$ cat src/rtl/tpc_pkg.sv
// ----------------------------------------------------------------------------
// tpc_pkg
// Shared types, constants and the microprogram of the compensation unit.
// ----------------------------------------------------------------------------
package tpc_pkg;

  localparam int unsigned PcW = 6;
  localparam logic [PcW-1:0] PC_TEMP = 6'd0;
  localparam logic [PcW-1:0] PC_PRES = 6'd16;

  localparam logic [63:0] K_128000 = 64'd128000;
  localparam logic [63:0] K_2P47   = 64'd1 << 47;
  localparam logic [63:0] K_1M     = 64'd1048576;
  localparam logic [63:0] K_3125   = 64'd3125;
  localparam logic [63:0] K_5      = 64'd5;
  localparam logic [63:0] K_128    = 64'd128;

  localparam logic [3:0] REG_T1 = 4'd0;
  localparam logic [3:0] REG_T2 = 4'd1;
  localparam logic [3:0] REG_T3 = 4'd2;
  localparam logic [3:0] REG_P1 = 4'd3;
  localparam logic [3:0] REG_P23 = 4'd4;
  localparam logic [3:0] REG_P45 = 4'd5;
  localparam logic [3:0] REG_P67 = 4'd6;
  localparam logic [3:0] REG_P89 = 4'd7;

  typedef enum logic [3:0] {
    OP_ADD, OP_SUB, OP_ASR, OP_MUL, OP_DIV, OP_RND, OP_STFT, OP_CHKZ, OP_DONE
  } op_e;

  typedef enum logic [4:0] {
    S_R0, S_R1, S_R2, S_R3, S_R4, S_RAW, S_FT, S_ZERO,
    S_T1, S_T2, S_T3, S_P1, S_P2, S_P3, S_P4, S_P5, S_P6, S_P7, S_P8, S_P9,
    S_K128000, S_K2P47, S_K1M, S_K3125, S_K5, S_K128
  } src_e;

  typedef enum logic [2:0] {
    D_R0, D_R1, D_R2, D_R3, D_R4
  } dst_e;

  typedef enum logic [1:0] {
    ST_IDLE, ST_EXEC, ST_WAIT, ST_DONE
  } state_e;

  typedef struct packed {
    op_e        op;
    dst_e       dst;
    src_e       src_a;
    src_e       src_b;
    logic [5:0] sh;
  } uinst_t;

  typedef struct packed {
    logic   load_item;
    logic   issue;
    logic   wb;
    logic   out_load;
    uinst_t inst;
  } dp_cmd_t;

  typedef struct packed {
    logic busy;
    logic a_zero;
    logic out_free;
  } dp_sts_t;

  typedef struct packed {
    logic [15:0] t1;
    logic [15:0] t2;
    logic [15:0] t3;
    logic [15:0] p1;
    logic [31:0] p23;
    logic [31:0] p45;
    logic [31:0] p67;
    logic [31:0] p89;
  } cal_t;

  function automatic uinst_t ui(op_e op, dst_e dst, src_e a, src_e b, logic [5:0] sh);
    uinst_t u;
    u.op    = op;
    u.dst   = dst;
    u.src_a = a;
    u.src_b = b;
    u.sh    = sh;
    return u;
  endfunction

  // temperature at PC_TEMP, pressure at PC_PRES
  function automatic uinst_t prog(logic [PcW-1:0] pc);
    uinst_t u;
    case (pc)
      6'd0:  u = ui(OP_ASR,  D_R0, S_RAW,  S_ZERO, 6'd3);
      6'd1:  u = ui(OP_SUB,  D_R0, S_R0,   S_T1,   6'd1);
      6'd2:  u = ui(OP_MUL,  D_R0, S_R0,   S_T2,   6'd0);
      6'd3:  u = ui(OP_ASR,  D_R0, S_R0,   S_ZERO, 6'd11);
      6'd4:  u = ui(OP_ASR,  D_R1, S_RAW,  S_ZERO, 6'd4);
      6'd5:  u = ui(OP_SUB,  D_R1, S_R1,   S_T1,   6'd0);
      6'd6:  u = ui(OP_MUL,  D_R1, S_R1,   S_R1,   6'd0);
      6'd7:  u = ui(OP_ASR,  D_R1, S_R1,   S_ZERO, 6'd12);
      6'd8:  u = ui(OP_MUL,  D_R1, S_R1,   S_T3,   6'd0);
      6'd9:  u = ui(OP_ASR,  D_R1, S_R1,   S_ZERO, 6'd14);
      6'd10: u = ui(OP_ADD,  D_R0, S_R0,   S_R1,   6'd0);
      6'd11: u = ui(OP_STFT, D_R0, S_R0,   S_ZERO, 6'd0);
      6'd12: u = ui(OP_MUL,  D_R0, S_FT,   S_K5,   6'd0);
      6'd13: u = ui(OP_ADD,  D_R0, S_R0,   S_K128, 6'd0);
      6'd14: u = ui(OP_ASR,  D_R0, S_R0,   S_ZERO, 6'd8);
      6'd15: u = ui(OP_DONE, D_R0, S_R0,   S_ZERO, 6'd0);
      6'd16: u = ui(OP_SUB,  D_R0, S_FT,   S_K128000, 6'd0);
      6'd17: u = ui(OP_MUL,  D_R1, S_R0,   S_R0,   6'd0);
      6'd18: u = ui(OP_MUL,  D_R2, S_R1,   S_P6,   6'd0);
      6'd19: u = ui(OP_MUL,  D_R3, S_R0,   S_P5,   6'd0);
      6'd20: u = ui(OP_ADD,  D_R2, S_R2,   S_R3,   6'd17);
      6'd21: u = ui(OP_ADD,  D_R2, S_R2,   S_P4,   6'd35);
      6'd22: u = ui(OP_MUL,  D_R3, S_R1,   S_P3,   6'd0);
      6'd23: u = ui(OP_ASR,  D_R3, S_R3,   S_ZERO, 6'd8);
      6'd24: u = ui(OP_MUL,  D_R4, S_R0,   S_P2,   6'd0);
      6'd25: u = ui(OP_ADD,  D_R0, S_R3,   S_R4,   6'd12);
      6'd26: u = ui(OP_ADD,  D_R0, S_R0,   S_K2P47, 6'd0);
      6'd27: u = ui(OP_MUL,  D_R0, S_R0,   S_P1,   6'd0);
      6'd28: u = ui(OP_ASR,  D_R0, S_R0,   S_ZERO, 6'd33);
      6'd29: u = ui(OP_CHKZ, D_R0, S_R0,   S_ZERO, 6'd0);
      6'd30: u = ui(OP_SUB,  D_R1, S_K1M,  S_RAW,  6'd0);
      6'd31: u = ui(OP_ADD,  D_R1, S_ZERO, S_R1,   6'd31);
      6'd32: u = ui(OP_SUB,  D_R1, S_R1,   S_R2,   6'd0);
      6'd33: u = ui(OP_MUL,  D_R1, S_R1,   S_K3125, 6'd0);
      6'd34: u = ui(OP_DIV,  D_R1, S_R1,   S_R0,   6'd0);
      6'd35: u = ui(OP_ASR,  D_R2, S_R1,   S_ZERO, 6'd13);
      6'd36: u = ui(OP_MUL,  D_R3, S_P9,   S_R2,   6'd0);
      6'd37: u = ui(OP_MUL,  D_R3, S_R3,   S_R2,   6'd0);
      6'd38: u = ui(OP_ASR,  D_R3, S_R3,   S_ZERO, 6'd25);
      6'd39: u = ui(OP_MUL,  D_R4, S_P8,   S_R1,   6'd0);
      6'd40: u = ui(OP_ASR,  D_R4, S_R4,   S_ZERO, 6'd19);
      6'd41: u = ui(OP_ADD,  D_R1, S_R1,   S_R3,   6'd0);
      6'd42: u = ui(OP_ADD,  D_R1, S_R1,   S_R4,   6'd0);
      6'd43: u = ui(OP_ASR,  D_R1, S_R1,   S_ZERO, 6'd8);
      6'd44: u = ui(OP_ADD,  D_R1, S_R1,   S_P7,   6'd4);
      6'd45: u = ui(OP_RND,  D_R1, S_R1,   S_ZERO, 6'd0);
      default: u = ui(OP_DONE, D_R1, S_R1, S_ZERO, 6'd0);
    endcase
    return u;
  endfunction

endpackage

$ cat src/rtl/tpc_ctrl.sv
// ----------------------------------------------------------------------------
// tpc_ctrl
// Microprogram sequencer: steps through the temperature or pressure program.
// ----------------------------------------------------------------------------
module tpc_ctrl import tpc_pkg::*; (
  input  logic    clk_i,
  input  logic    rst_ni,
  input  logic    in_valid_i,
  output logic    in_stall_o,
  input  logic    func_i,
  input  dp_sts_t sts_i,
  output dp_cmd_t cmd_o
);

  state_e       state_q, state_d;
  logic [PcW-1:0] pc_q, pc_d;
  uinst_t       inst;

  assign inst = prog(pc_q);

  always_comb begin
    state_d = state_q;
    pc_d    = pc_q;
    case (state_q)
      ST_IDLE: begin
        if (in_valid_i) begin
          state_d = ST_EXEC;
          pc_d    = func_i ? PC_PRES : PC_TEMP;
        end
      end
      ST_EXEC: begin
        case (inst.op)
          OP_MUL, OP_DIV: begin
            state_d = ST_WAIT;
            pc_d    = pc_q + 6'd1;
          end
          OP_CHKZ: begin
            if (sts_i.a_zero) state_d = ST_DONE;
            else pc_d = pc_q + 6'd1;
          end
          OP_DONE: state_d = ST_DONE;
          default: pc_d = pc_q + 6'd1;
        endcase
      end
      ST_WAIT: begin
        if (!sts_i.busy) state_d = ST_EXEC;
      end
      ST_DONE: begin
        if (sts_i.out_free) state_d = ST_IDLE;
      end
      default: state_d = ST_IDLE;
    endcase
  end

  always_comb begin
    in_stall_o      = 1'b1;
    cmd_o           = '0;
    cmd_o.inst      = inst;
    case (state_q)
      ST_IDLE: begin
        in_stall_o      = 1'b0;
        cmd_o.load_item = in_valid_i;
      end
      ST_EXEC: cmd_o.issue    = 1'b1;
      ST_WAIT: cmd_o.wb       = !sts_i.busy;
      ST_DONE: cmd_o.out_load = sts_i.out_free;
      default: ;
    endcase
  end

  always_ff @(posedge clk_i or negedge rst_ni) begin
    if (!rst_ni) begin
      state_q <= ST_IDLE;
      pc_q    <= PC_TEMP;
    end else begin
      state_q <= state_d;
      pc_q    <= pc_d;
    end
  end

endmodule

$ cat config.mk
export PLATFORM = sky130hd
export DESIGN_NAME = tpc_ctrl
export DESIGN_NICKNAME = d
export VERILOG_FILES = /design/src/rtl/tpc_pkg.sv /design/src/rtl/tpc_ctrl.sv
export SDC_FILE = /design/constraint.sdc
export NUM_CORES = 1
export LEC_CHECK = 0
export ABC_CLOCK_PERIOD_IN_PS = 2700
export BUFFER_PORTS_ARGS = -buffer_cell sky130_fd_sc_hd__clkbuf_2
export CAP_MARGIN = 15
export CORE_MARGIN = 3
export CORE_UTILIZATION = 30
export CTS_CLUSTER_SIZE = 10
export DETAILED_ROUTE_END_ITERATION = 7
export PLACE_DENSITY = 0.54
export SLEW_MARGIN = 20
export SYNTH_ARGS = -nofsm -noshare
export SYNTH_HDL_FRONTEND = slang
export SYNTH_SLANG_ARGS = --single-unit
$ cat constraint.sdc
create_clock -name clk_i -period 2.7 [get_ports clk_i]
set_input_delay 0.135 -clock clk_i [delete_from_list [all_inputs] [get_ports clk_i]]
set_output_delay 0.135 -clock clk_i [all_outputs]
set_load 0.005 [all_outputs]
; After elaboration in Yosys (flattened, before gate mapping)
; Memories as Yosys holds them, arrays and structs flattened.
; Index checks and enable logic that the tools add are counted.
[word_totals]
mem_bits_ro = 1408
wordCells = 40
in_bits = 7
ff_bits = 8
output_inout_bits = 28
n_memories = 1
[mem_list]
columns = memory, depth, width, rd, rd_ports_with_merged_regs, wr, line_no
row1 = (no name shown), 64, 22, 1, 0, 0, tpc_pkg.sv:91  ; case (pc)
[op_classes]
muxes = 16
addsub = 1
reduce_logical = 6
eq_ne = 14
[op_table]
columns = op, count
row1 = case mux 6 bit (2 select lines), 2
row2 = 2-to-1 mux 6 bit, 2
row3 = "equality test 4 x 3 -> 1 bit, second input constant", 2
row4 = 2-to-1 mux 2 bit, 4
row5 = "!= test 2 bit, second input constant", 4
row6 = case mux 2 bit (4 select lines), 1
row7 = "adder 6 x 1 -> 6 bit, second input constant", 1
row8 = "!= test 3 bit, second input constant", 2
row9 = case mux 2 bit (3 select lines), 1
row10 = 2-to-1 mux 1 bit, 5
row11 = 2-to-1 mux 5 bit, 1
row12 = AND reduction 5 bit, 1
row13 = "equality test 2 bit, second input constant", 2
row14 = "equality test 4 x 2 -> 1 bit, second input constant", 1
row15 = "equality test 4 bit, second input constant", 1
row16 = "!= test 4 x 1 -> 1 bit, second input constant", 1
row17 = AND reduction 4 bit, 1
row18 = "equality test 2 x 1 -> 1 bit, second input constant", 1
row19 = logical NOT 2 bit, 1
row20 = nonzero test 2 bit, 1
row21 = OR reduction 2 bit, 1
row22 = logical NOT 1 bit, 1

; Longest topological paths before layout
; An unclocked memory read counts as a cell.
[logic_depth]
ltp_word = 5
depth_mapped = 11
ltp_nobuf = 9

; Worst setup path after synthesis
; OpenSTA, ideal clock, no wires.
[synth_path]
path_kind = reg-to-reg
start = register pc_q[2]
end = register state_q[0]
arrival_time_ps = 2611
setup_ps = 131
period_less_slack_ps = 2742
required_time_ps = 2569
setup_slack_ps = -42
path_stages_with_launch = 12
path_buffers = 3
cell_sequence = dfrtp_1 -> buf_2 -> inv_1 -> clkbuf_1 -> buf_1 -> ha_1 -> nand2b_1 -> a21oi_1 -> a211oi_1 -> and3_1 -> o311a_1 -> or3_1
[synth_via]
elab_chain_cells = 5
[synth_lines]
columns = element, line_no
row1 = "start, declared", tpc_ctrl.sv:16  ; logic [PcW-1:0] pc_q, pc_d;
row2 = "start signal, assigned", tpc_ctrl.sv:77  ; pc_q <= pc_d;
row3 = memory (64 x 22 bit) *, -
row4 = equality test 4 x 2 -> 1 bit or equality test 4 x 3 -> 1 bit (tied branches), tpc_ctrl.sv:32  ; case (inst.op)
row5 = OR reduction 2 bit, tpc_ctrl.sv:32
row6 = case mux 2 bit (3 select lines) or != test 4 x 1 -> 1 bit (tied branches), -
row7 = case mux 2 bit (4 select lines) or AND reduction 5 bit (tied branches), -
row8 = "end signal, assigned", tpc_ctrl.sv:76  ; state_q <= state_d;
row9 = "end, declared", tpc_ctrl.sv:15  ; state_e state_q, state_d;
; Every way passes the cells marked *; elsewhere a longest branch is shown, timed or not.
; A chain may end at the register's enable or synchronous reset.

; Worst setup path in the final report
[layout_path]
start = register pc_q[0]
end = register pc_q[2]
[layout_via]
elab_chain_cells = 4
[layout_lines]
columns = element, line_no
row1 = memory (64 x 22 bit) or adder 6 x 1 -> 6 bit (tied branches), -
row2 = "equality test 4 bit, or another cell as far along", tpc_ctrl.sv:32
row3 = "case mux 6 bit (2 select lines), or another cell as far along", tpc_ctrl.sv:32
row4 = case mux 6 bit (2 select lines) or AND reduction 4 bit (tied branches), -
; Parallel ways exist; a longest one is shown, timed or not. The select of a mux whose other input is x is not followed.

==> metrics.cfg <==
[layout]
n_antenna_cell = 0
most-common-layout-cells = clkbuf_2 (33), nor2_1 (31), nand2_1 (23), buf_4 (23), o21ai_0 (20)
area_delta_synth_final_pct = 21.3
fin_area_sq_um = 2140
layout_commonest_cell = clkbuf_2
final_nets = 311
fin_util_pct = 38.1
drive_gt1_share_pct = 24.9
fillCellCount = 600

[cts]
post_cts_buffers = 0
insertion_delay_ps = 230
numCtsBuffers = 3
root_buffer = clkbuf_8
cts_tree = built
htreeDepth = 1
clkTransAtPathRegs_ps = 40
clock_path_buffers = 2
clock-sinks = 8

[timing]
fin_crit_sh_pct = 95.7
finalSetupViolCount = 0
worst_pin_slew_ps = 503
post-route-min-period_ps = 2580
fin_skew_ps = 2.48
hold_viol = 0
drv_slew = 0
maxSlewHeadroom_pct = 66.5
clock.fmax_mhz = 387

[hold_path]
hold_path.class = in2reg

[detailed_routing]
ant_nets = 0
drt-total-wl_mm = 5.70
met1Wirelength_mm = 2.73
vias = 2056
highest_layer = met4
first_pass_iters = 4
remaining_drc_errors = 0
drt_iter0_drc = 190
wl_met2_mm = 2.64
met3WireLength_microns = 265
wl_per_cell_microns = 15.6
viasPerCell = 5.63

[setup_path]
startpoint_type = flop
critPathMaxFanout = 6
cp.required_ps = 2810
cp-end-kind = flop
crit_arrival_ps = 2690
worstSetupPathType = reg2reg

[synthesis]
postSynthAreaPerCell_sq_um = 6.74
synth_cell_types = 57
seq_area_frac_synth_pct = 11.4
async_flop_share_pct = 100
synthFlopType = dfrtp_1
synthCells = 261
syn_nets = 277
synth_edf_count = 0
ys_seq_elements = 8
syn_area_sq_um = 1760
yosysWarningCount = 0

[pwr]
power.total_mw = 1.72
p_int_mw = 0.831
leakage_nw = 0.941
swShare_pct = 51.7
p_clk_share_pct = 8.2
power_frac_seq_pct = 12.3
power.density_nw_per_um2 = 805
switching_power_mw = 0.888
p_comb_share_pct = 79.5
ir_drop_uv = 383

[floorplanning]
start_util_pct = 31.4
coreArea_sq_um = 5610
die_area_sq_um = 6820
ios = 35
dieWidth_microns = 82.6
die_y_microns = 82.6
row_count = 27

[place]
dp_hpwl_mm = 4.20
numPortBuffers = 33
post_dp_cell_area_sq_um = 2060
gp_congestion = 0.930

[global_route]
grt_max_degree = 37
grt_pass1_vias = 1831
grt_overflow_total = 0
antenna_found_initial = 0
globalRouteTotalUtil_pct = 17.2
grt_pass1_wl_mm = 9.23

[status]
outcome = finished clean

[run]
maxCapViolCount = 0

## power by group through the flow
stage	Sequential (mW)	Clock [mW]	Combinational [mW]
5_1_grt	0.220	0.154	1.52
3_3_place_gp	0.212	0	1.33
3_5_place_dp	0.212	0	1.34
2_1_floorplan	0.185	0	0.912
6_report	0.211	0.141	1.37
4_1_cts	0.210	0.144	1.34
## cells by family after synthesis
logic type | share of synthesized area [%]
and+or+nand+nor | 27.1
AOI/OAI and AO/OA | 36.0
adders and majority gates | 6.40
muxes | 6.40
xor gates and xnor gates | 1.49
buffers and inverters | 11.1
DFF | 11.4
other | 0.213
## worst paths after layout
path	slack, ps	start	to	cells after the start
max reg2reg	120	pc_q[0]	pc_q[2]	9
min	180	sts_i[2]	state_q[1]	3
max	120	pc_q[0]	pc_q[2]	9
max in group asynchronous	2240	rst_ni	pc_q[3]	2
min in group asynchronous	290	rst_ni	pc_q[1]	2
min reg2reg	600	state_q[0]	state_q[1]	1
## worst max-delay path, stage by stage (launching register included)
cell and delay, ps:
dfrtp_1 370, inv_1 80, buf_4 130, ha_1 250, mux2i_1 100, a211oi_1 430, a311oi_4 140, nor4_4 390
o2bb2ai_2 210, mux2_1 350
## layer usage
layer  vias to the layer above  global-route usage [%]
li1                       1014                       -
met1                       967                    25.1
met2                        69                    26.8
met3                         6                    1.95
met4                         0                    4.25
met5                         -                       0
## final cells by class
class,count,area [sq um],area share [%]
multi-input combinational,211,1390,65.0
timing repair buffer,58,368,17.2
sequential,8,200,9.37
tap,72,90.1,4.22
inverter,13,48.8,2.28
clock buffer,3,41.3,1.93
## what timing repair did
item                       4_1_cts  5_1_grt
hold endpoints to repair         8        0
setup endpoints to repair        0        3
resized for setup                0        4
hold buffers                     1        0
## state kept, by name, indices dropped and copies added (netlist names)
signal,cells
pc_q,6
state_q,2
## synth_stat cells (2+ instances only)
master    number  area, sq um
nor2_1        31          116
nand2_1       23         86.3
a21oi_1       20          100
o21ai_0       20          100
clkbuf_1      13         48.8
inv_1         13         48.8
nand2b_1      11         68.8
a31oi_1        9         56.3
ha_1           9          113
mux2i_1        9         90.1
dfrtp_1        8          200
nand3_1        7         35.0
buf_2          6         30.0
o22ai_1        6         37.5
a211oi_1       5         37.5
buf_1          5         18.8
and3_1         4         25.0
nor3_1         4         20.0
a311oi_1       3         26.3
a32o_1         3         30.0
buf_4          3         22.5
a22oi_1        2         15.0
a32oi_1        2         17.5
a41oi_1        2         17.5
and2_1         2         12.5
and3b_1        2         17.5
mux2_1         2         22.5
nor3b_1        2         15.0
o211ai_1       2         15.0
o221a_2        2         22.5
or2_1          2         12.5
or2_2          2         12.5
or3_1          2         12.5
xnor2_1        2         17.5
## stage by stage
| step | instances | TNS, ps | hold slack [ps] | setup WS (ps) |
|---|---|---|---|---|
| 2_1_floorplan | 261 | 0 | -161 | 25.8 |
| 3_3_place_gp | 361 | 0 | -9.67 | 176 |
| 3_5_place_dp | 361 | 0 | -9.60 | 125 |
| 4_1_cts | 365 | 0 | 174 | 102 |
| 5_1_grt | 365 | -22.3 | 205 | -22.3 |
| 6_report | 365 | 0 | 176 | 116 |
(Power assumes the default switching activity.)
